$ cat config.mk
export PLATFORM = sky130hd
export DESIGN_NAME = cle_seq
export DESIGN_NICKNAME = d
export VERILOG_FILES = /design/src/hw/rtl/cle_pkg.sv /design/src/hw/rtl/cle_seq.sv
export SDC_FILE = /design/constraint.sdc
export NUM_CORES = 1
export LEC_CHECK = 0
export BUFFER_PORTS_ARGS = -buffer_cell sky130_fd_sc_hd__clkbuf_2
export CORE_UTILIZATION = 55
export DETAILED_ROUTE_END_ITERATION = 7
export PLACE_DENSITY = 0.81
export SLEW_MARGIN = 20
export SYNTH_ARGS = -nofsm -noshare
export SYNTH_HDL_FRONTEND = slang
export SYNTH_SLANG_ARGS = --single-unit
export TNS_END_PERCENT = 50
$ cat constraint.sdc
create_clock -name clk -period 4.3 [get_ports clk]
set_input_delay 0.215 -clock clk [delete_from_list [all_inputs] [get_ports clk]]
set_output_delay 0.215 -clock clk [all_outputs]
set_load 0.05 [all_outputs]
$ cat src/hw/rtl/cle_pkg.sv
// ----------------------------------------------------------------------------
// cle_pkg
// Shared types and codes of the cursor list engine: request and result
// payloads, request type codes and result status codes.
// ----------------------------------------------------------------------------
package cle_pkg;

	localparam logic [2:0] REQ_INSERT = 3'd0;
	localparam logic [2:0] REQ_APPEND = 3'd1;
	localparam logic [2:0] REQ_ERASE  = 3'd2;
	localparam logic [2:0] REQ_NEXT   = 3'd3;
	localparam logic [2:0] REQ_PREV   = 3'd4;
	localparam logic [2:0] REQ_CLEAR  = 3'd5;

	localparam logic [1:0] ST_DONE  = 2'd0;
	localparam logic [1:0] ST_EMPTY = 2'd1;
	localparam logic [1:0] ST_FULL  = 2'd2;

	typedef struct packed {
		logic [2:0]         req_type;
		logic signed [31:0] elem_in;
	} req_t;

	typedef struct packed {
		logic [1:0]         status;
		logic [7:0]         length;
		logic [7:0]         position;
		logic               has_current;
		logic signed [31:0] current_value;
	} rsp_t;

endpackage

$ cat src/hw/rtl/cle_seq.sv
// ----------------------------------------------------------------------------
// cle_seq
// Sequencer of the cursor list engine: holds the list registers and steps
// each request through reads and writes of the node store.
// ----------------------------------------------------------------------------
module cle_seq import cle_pkg::*; #(
	parameter int NODES     = 256,
	parameter int ELEM_BITS = 32
) (
	input  logic                                       clk,
	input  logic                                       arst_n,
	input  logic                                       start,
	input  req_t                                       req,
	output logic                                       idle,
	output logic                                       res_valid,
	input  logic                                       res_take,
	output rsp_t                                       res,
	output logic [$clog2(NODES)-1:0]                   rd_addr,
	input  logic [$clog2(NODES)-1:0]                   link_rd,
	input  logic [((ELEM_BITS < 32) ? ELEM_BITS : 32)-1:0] val_rd,
	output logic                                       link_we,
	output logic [$clog2(NODES)-1:0]                   link_wa,
	output logic [$clog2(NODES)-1:0]                   link_wd,
	output logic                                       val_we,
	output logic [$clog2(NODES)-1:0]                   val_wa,
	output logic [((ELEM_BITS < 32) ? ELEM_BITS : 32)-1:0] val_wd
);
	localparam int IW = $clog2(NODES);
	localparam int VW = (ELEM_BITS < 32) ? ELEM_BITS : 32;
	localparam logic [IW:0] FRESH_END = (IW + 1)'(NODES);

	localparam logic [3:0] S_IDLE    = 4'd0;
	localparam logic [3:0] S_LINK1   = 4'd1;
	localparam logic [3:0] S_LINK2   = 4'd2;
	localparam logic [3:0] S_WALK    = 4'd3;
	localparam logic [3:0] S_ERA_LK  = 4'd4;
	localparam logic [3:0] S_ERA_REL = 4'd5;
	localparam logic [3:0] S_NXT_LK  = 4'd6;
	localparam logic [3:0] S_VAL     = 4'd7;
	localparam logic [3:0] S_DONE    = 4'd8;

	logic [3:0]    state_q;
	logic [2:0]    op_q;
	logic [VW-1:0] elem_q;
	logic [1:0]    status_q;
	logic [IW-1:0] sent_q, cur_q, tail_q, free_q, succ_q, node_q, walk_p_q;
	logic [IW-1:0] len_q, pos_q;
	logic [IW:0]   fresh_q;
	logic [VW-1:0] sval_q;
	logic          from_free_q;
	logic          walk_mem_q;

	logic [IW-1:0] anchor;
	logic [IW-1:0] walk_next;
	logic          walk_hit;

	// insert hooks behind the cursor, append behind the tail
	assign anchor    = (op_q == REQ_INSERT) ? cur_q : tail_q;
	assign walk_next = walk_mem_q ? link_rd : sent_q;
	assign walk_hit  = (walk_next == cur_q);

	assign idle      = (state_q == S_IDLE);
	assign res_valid = (state_q == S_DONE);

	always_comb begin
		res.status        = status_q;
		res.length        = 8'(len_q);
		res.position      = 8'(pos_q);
		res.has_current   = (succ_q != '0);
		res.current_value = (succ_q != '0) ? 32'(sval_q) : 32'sd0;
	end

	always_comb begin
		rd_addr = '0;
		link_we = 1'b0;
		link_wa = '0;
		link_wd = '0;
		val_we  = 1'b0;
		val_wa  = '0;
		val_wd  = elem_q;
		case (state_q)
			S_IDLE: begin
				rd_addr = (req.req_type inside {REQ_INSERT, REQ_APPEND}) ? free_q : succ_q;
			end
			S_LINK1: begin
				val_we  = 1'b1;
				val_wa  = node_q;
				link_we = 1'b1;
				link_wa = node_q;
				link_wd = (op_q == REQ_INSERT) ? succ_q : '0;
			end
			S_LINK2: begin
				link_we = (anchor != '0);
				link_wa = anchor;
				link_wd = node_q;
			end
			S_WALK: begin
				rd_addr = walk_hit ? cur_q : walk_next;
			end
			S_ERA_LK: begin
				rd_addr = link_rd;
				link_we = (cur_q != '0);
				link_wa = cur_q;
				link_wd = link_rd;
			end
			S_ERA_REL: begin
				link_we = 1'b1;
				link_wa = node_q;
				link_wd = free_q;
			end
			S_NXT_LK: begin
				rd_addr = link_rd;
			end
			default: begin
				rd_addr = '0;
			end
		endcase
	end

	always_ff @(posedge clk or negedge arst_n) begin
		if (!arst_n) begin
			state_q     <= S_IDLE;
			op_q        <= REQ_CLEAR;
			elem_q      <= '0;
			status_q    <= ST_DONE;
			sent_q      <= '0;
			cur_q       <= '0;
			tail_q      <= '0;
			free_q      <= '0;
			succ_q      <= '0;
			node_q      <= '0;
			walk_p_q    <= '0;
			len_q       <= '0;
			pos_q       <= '0;
			fresh_q     <= (IW + 1)'(1);
			sval_q      <= '0;
			from_free_q <= 1'b0;
			walk_mem_q  <= 1'b0;
		end else begin
			case (state_q)
				S_IDLE: begin
					if (start) begin
						op_q       <= req.req_type;
						elem_q     <= req.elem_in[VW-1:0];
						status_q   <= ST_DONE;
						walk_p_q   <= '0;
						walk_mem_q <= 1'b0;
						state_q    <= S_DONE;
						case (req.req_type)
							REQ_INSERT, REQ_APPEND: begin
								if (free_q != '0) begin
									node_q      <= free_q;
									from_free_q <= 1'b1;
									state_q     <= S_LINK1;
								end else if (fresh_q != FRESH_END) begin
									node_q      <= fresh_q[IW-1:0];
									fresh_q     <= fresh_q + (IW + 1)'(1);
									from_free_q <= 1'b0;
									state_q     <= S_LINK1;
								end else begin
									status_q <= ST_FULL;
								end
							end
							REQ_ERASE: begin
								if (len_q == '0) begin
									status_q <= ST_EMPTY;
								end else if (cur_q == tail_q) begin
									state_q <= S_WALK;
								end else begin
									node_q  <= succ_q;
									state_q <= S_ERA_LK;
								end
							end
							REQ_NEXT: begin
								if (succ_q != '0) begin
									cur_q   <= succ_q;
									pos_q   <= pos_q + IW'(1);
									state_q <= S_NXT_LK;
								end
							end
							REQ_PREV: begin
								if (cur_q != '0) begin
									state_q <= S_WALK;
								end
							end
							REQ_CLEAR: begin
								sent_q  <= '0;
								cur_q   <= '0;
								tail_q  <= '0;
								succ_q  <= '0;
								len_q   <= '0;
								pos_q   <= '0;
								free_q  <= '0;
								fresh_q <= (IW + 1)'(1);
							end
							default: begin
								state_q <= S_DONE;
							end
						endcase
					end
				end
				S_LINK1: begin
					if (from_free_q) begin
						free_q <= link_rd;
					end
					state_q <= S_LINK2;
				end
				S_LINK2: begin
					if (anchor == '0) begin
						sent_q <= node_q;
					end
					if (op_q == REQ_INSERT) begin
						if (cur_q == tail_q) begin
							tail_q <= node_q;
						end
						succ_q <= node_q;
						sval_q <= elem_q;
					end else begin
						tail_q <= node_q;
						if (cur_q == tail_q) begin
							succ_q <= node_q;
							sval_q <= elem_q;
						end
					end
					len_q   <= len_q + IW'(1);
					state_q <= S_DONE;
				end
				S_WALK: begin
					// one hop per cycle until the predecessor of the cursor shows up
					if (walk_hit) begin
						succ_q  <= cur_q;
						node_q  <= cur_q;
						cur_q   <= walk_p_q;
						pos_q   <= pos_q - IW'(1);
						state_q <= (op_q == REQ_ERASE) ? S_ERA_LK : S_VAL;
					end else begin
						walk_p_q   <= walk_next;
						walk_mem_q <= 1'b1;
					end
				end
				S_ERA_LK: begin
					if (cur_q == '0) begin
						sent_q <= link_rd;
					end
					if (tail_q == node_q) begin
						tail_q <= cur_q;
					end
					succ_q  <= link_rd;
					len_q   <= len_q - IW'(1);
					state_q <= S_ERA_REL;
				end
				S_ERA_REL: begin
					free_q  <= node_q;
					sval_q  <= val_rd;
					state_q <= S_DONE;
				end
				S_NXT_LK: begin
					succ_q  <= link_rd;
					state_q <= S_VAL;
				end
				S_VAL: begin
					sval_q  <= val_rd;
					state_q <= S_DONE;
				end
				S_DONE: begin
					if (res_take) begin
						state_q <= S_IDLE;
					end
				end
				default: begin
					state_q <= S_IDLE;
				end
			endcase
		end
	end
endmodule

==> metrics.txt, run 1 <==
outcome completed; hold slack final 9.83 ps; row count 46; GR Util met1 0.461; Global Route met2 Usage 0.541; most frequent cells in the layout nand2_1, clkbuf_2, dfrtp_1, o21ai_0, nor2_1; Slew HR 0.300; core box area 0.0161 mm2; busiest metal layer after global routing met2; CTS Sinks 156; die width 131 um; gpl congestion 1.03; antenna violations before repair 0; CP startpoint state_q[0]; critical path fanouts, max 16; EDFF count, synth 0; Synth Instances 1042; first-pass GRT wire length 45.0 mm; Syn. warnings 0; Layout Nets 1314; die area 0.0171 mm2; Worst Path Arrival 3340 ps; Slowest-stage cell, CP and2_0; WS Path Type flip-flop to output pin; crit path time final 3560 ps; Leak 5.58 nW; I/O Pins 198; largest net degree at the start of global routing 95; WL/cell 20.1 um; setup_tns 0 ps; H-tree depth 4; grt met3 use 0.0664; Startpoint Class flip-flop; CP Cell Sequence nand2_1 > nor2_1 > and2_0 > a22oi_1 > nand2_1 > clkbuf_2; Post-synth ARST share 1.00; Fin. Hold Viols 0; RSZ-0062 raised after global routing false; Vias per Instance 6.13; Tot GR Track Use 0.351; drt pass-1 iters 8; drt initial violations 879; family with the most delay on the worst path simple AND/OR/NAND/NOR gates; Port Buffers 197; CP max stage delay 820 ps; synthesized area per cell 8.76 um2; maxcap violations 0; slew of the pin with the lowest slew margin 1050 ps; CTS tree yes; Tcrit/Tclk final 0.828; Multi-input gate area 0.00488 mm2; worst-case clock buffer depth 2; DRC 0; pre-CTS setup slack 1280 ps; Inserted Diodes 0; via count 8905; Final Skew 9.23 ps; CP Buf/Inv Count 1; Seq/Total Area, Yosys 0.428; final setup margin 741 ps; vias in the first global route 8405; r2r startpoint walk_mem_q; grt ovf 0; FILL cells 1270; data required time of the critical path 4090 ps; Post-Synthesis Net Count 1132; layout cell share with drive strength beyond 1 0.224; Clk pin slew, worst setup/hold paths 60 ps; initial core utilization 0.569; hold_sp req[19]; CTS root buf clkbuf_16; total routed wirelength 29.2 mm; commonest non-fill, non-tap cell in the layout nand2_1; DIE HEIGHT 131 um; Power Density 682 mW/mm2; dominant synthesized flop cell dfrtp_1; IR drop worst, VDD 0.427 mV; Netlist cell types 67; Mapped Area 0.00913 mm2; highest clock rate 0.281 GHz; Post-DP HPWL 20.1 mm; Antenna Nets Post-Route 0; setup violators final 0; Final Max Tran Viols 0; cell mode on critical path nand2_1; Skew-Pair Late Insertion Delay 430 ps; FF+latch area 0.00391 mm2; Critical Path Sink Type output pin; P&R area growth vs syn 22.2%; Inserted Clock Buffers 17; Hold Crit Class input port to flip-flop; Yosys reg bits 156
per-stage QoR:
step / power, mW / cell area (um2) / util / cells
final: 7.61 / 11200 / 0.695 / 1452
after global routing: 7.99 / 11200 / 0.695 / 1452
after CTS: 7.54 / 11100 / 0.694 / 1452
after detailed placement: 5.94 / 10200 / 0.636 / 1390
after global placement: 5.83 / 10200 / 0.636 / 1390
after floorplan: 4.99 / 9130 / - / 1042
where the power goes:
part / leakage [nW] / switching, mW / internal [mW] / total [mW]
sequential: 2.01 / 0.672 / 2.01 / 2.68
combinational: 3.28 / 2.30 / 1.04 / 3.35
clock: 0.298 / 0.634 / 0.949 / 1.58
worst register-to-register path, cell delays in order (launching register included):
cell      delay, ps
dfrtp_1         690
mux2i_1         460
xnor2_1         170
nor4_4          340
a21oi_2         330
a211oi_4        650
mux2_4          360
layout make-up:
class,count,share of cell area
inverters,18,0.00606
well taps,216,0.0242
clock inverters,12,0.0145
flip-flops and latches,156,0.350
clock buffers,19,0.0406
repair buffers,243,0.127
multi-input cells,788,0.438
final timing paths:
path                               to  slack (ps)  cells past startpoint
setup / recovery           link_wd[3]         740                      6
hold / removal             val_wd[19]          10                      3
setup reg to reg            node_q[7]        1180                      6
hold reg to reg            sval_q[13]         470                      2
max in group asynchronous   tail_q[0]        2890                      3
min in group asynchronous  val_wd[28]         420                      2
synth_stat cells (4+ instances only):
library cell,n,area share
xor2_1,11,0.011
buf_1,6,0.0025
inv_1,18,0.0074
a222oi_1,8,0.0088
a211oi_1,10,0.0082
a21o_1,8,0.0066
dfrtp_1,153,0.42
or4_1,4,0.0033
mux2_4,8,0.013
a22oi_1,40,0.033
a21oi_1,43,0.024
o41ai_1,9,0.0086
o21ai_0,72,0.039
nor2b_1,5,0.0034
xnor2_1,25,0.024
nor3_1,23,0.013
clkbuf_1,63,0.026
and2_1,45,0.031
o31ai_1,5,0.0041
buf_2,9,0.0049
nand3_1,11,0.0060
nand2b_1,4,0.0027
a221o_1,4,0.0044
nand4_1,4,0.0027
o221ai_1,7,0.0067
a22o_1,10,0.0096
o211ai_1,9,0.0074
nor2_1,62,0.025
nor4_1,11,0.0075
mux2i_1,57,0.062
ha_1,10,0.014
nand2_1,228,0.094
layer usage:
metal  up-vias  routed length (um)
li1       4031                   -
met3       131                2510
met2       495               13300
met1      4248               11700
met5         -                   0
met4         0                1680
sequential cells by signal (all words and copies together), names as in the netlist, 2 cells and up:
register  cells
succ_q        8
state_q       4
op_q          3
walk_p_q      8
sent_q        8
val_wd       32
status_q      2
fresh_q       9
cur_q         8
pos_q         8
tail_q        8
node_q        8
free_q        8
sval_q       32
len_q         8
repair_timing:
action	CTS	global route
hold buffers	31	0
hold endpoints to repair	119	0
gates resized for setup	0	0
setup buffers	0	0
logic make-up after synthesis:
kind of cell,count (synthesis),synth area share
flops,156,0.428
xor+xnor,36,0.0345
compound gates,249,0.183
buf+inv,98,0.0427
fa+ha+maj,11,0.0159
simple gates,423,0.214
mux,69,0.0814
Power figures use the tool's default switching activity.
==> run 2: changes to the inputs <==
ABC_AREA = 1   (was unset)
CORE_UTILIZATION = 56   (was 55)
clock period = 3.6 ns   (was 4.3 ns; I/O delays follow)
==> run 2 against run 1 <==
Against the previous run:
- wire length rose by 21%
- synthesized cell count up 33%
- area after synthesis increased by 4.5%
- global-route usage rose by 5.5 points
- register-to-register slack got worse by 440 ps
- final area rose by 6.4%
- via count grew 21%
- first-iteration DRC count increased by 24%
- count of clock-buffer cells in the layout shrank 1
==> metrics.txt, run 2 <==
Antenna Nets Post-Route 0; layout cell share with drive strength beyond 1 0.173; die width 133 um; vias in the first global route 9991; critical path fanouts, max 11; P&R area growth vs syn 24.4%; Syn. warnings 0; Post-synth ARST share 1.00; Clk pin slew, worst setup/hold paths 60 ps; Worst Path Arrival 2910 ps; Hold EP sval_q[0]; Commonest cells post-synth nand2_1, dfrtp_1, inv_1, nor2_1, nand3_1; dominant synthesized flop cell dfrtp_1; Fin. Hold Viols 0; r2r startpoint state_q[1]; Mapped Area 0.00954 mm2; Inserted Clock Buffers 17; outcome completed; Synth Instances 1390; EDFF count, synth 0; initial core utilization 0.575; WS Path Type flip-flop to output pin; I/O Pins 198; post-cts resize count 0; DIE HEIGHT 133 um; CTS root buf clkbuf_16; DRC 0; drt pass-1 iters 8; CTS Sinks 156; slew of the pin with the lowest slew margin 1060 ps; grt ovf 0; largest net degree at the start of global routing 90; data required time of the critical path 3420 ps; Hold Path Depth 3; die area 0.0176 mm2; setup violators final 0; Synth area leaders dfrtp_1, nand2_1, inv_1; via count 10800; drt initial violations 1088; internal reg-to-reg setup slack 740 ps; Tot GR Track Use 0.405; synthesized area per cell 6.86 um2; Slew HR 0.290; Seq/Total Area, Yosys 0.410; crit path time final 3090 ps; Final Skew 13.0 ps; Critical Path Sink Type output pin; area leader, netlist dfrtp_1; Startpoint Class flip-flop; Yosys top cell area share 0.401; Vias per Instance 5.76; worst reg2reg path depth 8; commonest non-fill, non-tap cell in the layout nand2_1; Post-DP HPWL 24.0 mm; hold_sp val_rd[0]; CTS tree yes; Post-Synthesis Net Count 1480; Tcrit/Tclk final 0.858; most numerous cell in the Yosys netlist nand2_1; most frequent cells in the layout nand2_1, clkbuf_2, dfrtp_1, inv_1, nor2_1; gpl congestion 0.997; RSZ-0062 raised after global routing false; highest clock rate 0.324 GHz; Skew-Pair Late Insertion Delay 440 ps; Netlist cell types 41; total routed wirelength 35.3 mm; row count 47; Inserted Diodes 0; WL/cell 18.9 um; first-pass GRT wire length 54.3 mm; Hold Crit Class input port to flip-flop; worst r2r dst sval_q[29]; setup_tns 0 ps; maxcap violations 0; worst-case clock buffer depth 2; Yosys reg bits 156; core box area 0.0166 mm2; Final Max Tran Viols 0; antenna violations before repair 1; Layout Nets 1723; H-tree depth 4; Port Buffers 197
[run 2: critical path: stages, from the launching register on]
cell and delay, ps:
dfrtp_1 510, inv_1 140, nand2_1 130, nor2_2 410, inv_2 230, nor2_2 300
inv_1 100, o21ai_0 300, clkbuf_2 350
[run 2: metrics by stage]
step	hold WS (ps)	cell area [um2]	utilization	cells	worst slack, ps
floorplan	-116	9540	-	1390	534
global placement	224	10700	0.646	1774	949
detailed placement	227	10700	0.646	1774	918
CTS	3.22	11900	0.715	1865	601
global route	25.2	11900	0.716	1866	439
finish	5.16	11900	0.716	1866	511
[run 2: how the worst max path moves through the flow]
stage	start	endpoint	cells past startpoint
CTS	state_q[1]	link_wd[2]	8
finish	state_q[1]	link_wd[2]	8
floorplan	state_q[1]	link_wd[2]	9
detailed placement	state_q[2]	sval_q[18]	9
global placement	state_q[1]	sval_q[4]	8
global route	state_q[1]	link_wd[2]	8
[run 2: logic make-up (layout without fill, tap and decap cells)]
kind of cell / count (synthesis) / in the layout / synth area share
adder cells (fa/ha/maj): 11 / 11 / 0.0152
flip-flops: 156 / 156 / 0.410
XOR/XNOR: 29 / 29 / 0.0266
AND/OR/NAND/NOR: 779 / 779 / 0.335
buffers and inverters: 205 / 461 / 0.0867
AO/OA/AOI/OAI: 210 / 210 / 0.127
[run 2: area by class of cell]
type / count / area (um2)
Clock inverter: 14 / 135
Tap cell: 220 / 275
Multi-Input combinational cell: 1029 / 4810
Clock buffer: 18 / 429
Fill cell: 1362 / 4710
Timing Repair Buffer: 273 / 1730
Sequential cell: 156 / 3910
Inverter: 156 / 586
[run 2: layer usage]
layer,global-route usage,part of all wire,up-vias
li1,-,-,4945
met1,0.544,0.40,5027
met2,0.637,0.46,651
met3,0.0766,0.096,132
met4,0.188,0.045,2
met5,0,0.00037,-
[run 2: timing repair]
action,in CTS,in global routing
endpoints found under the setup margin,0,0
hold buffers,59,1
setup buffers,0,0
endpoints found under the hold margin,122,1
Power of run 2 is not shown: default switching activity piles up to over one toggle a cycle in this logic, so the estimate is an artifact.
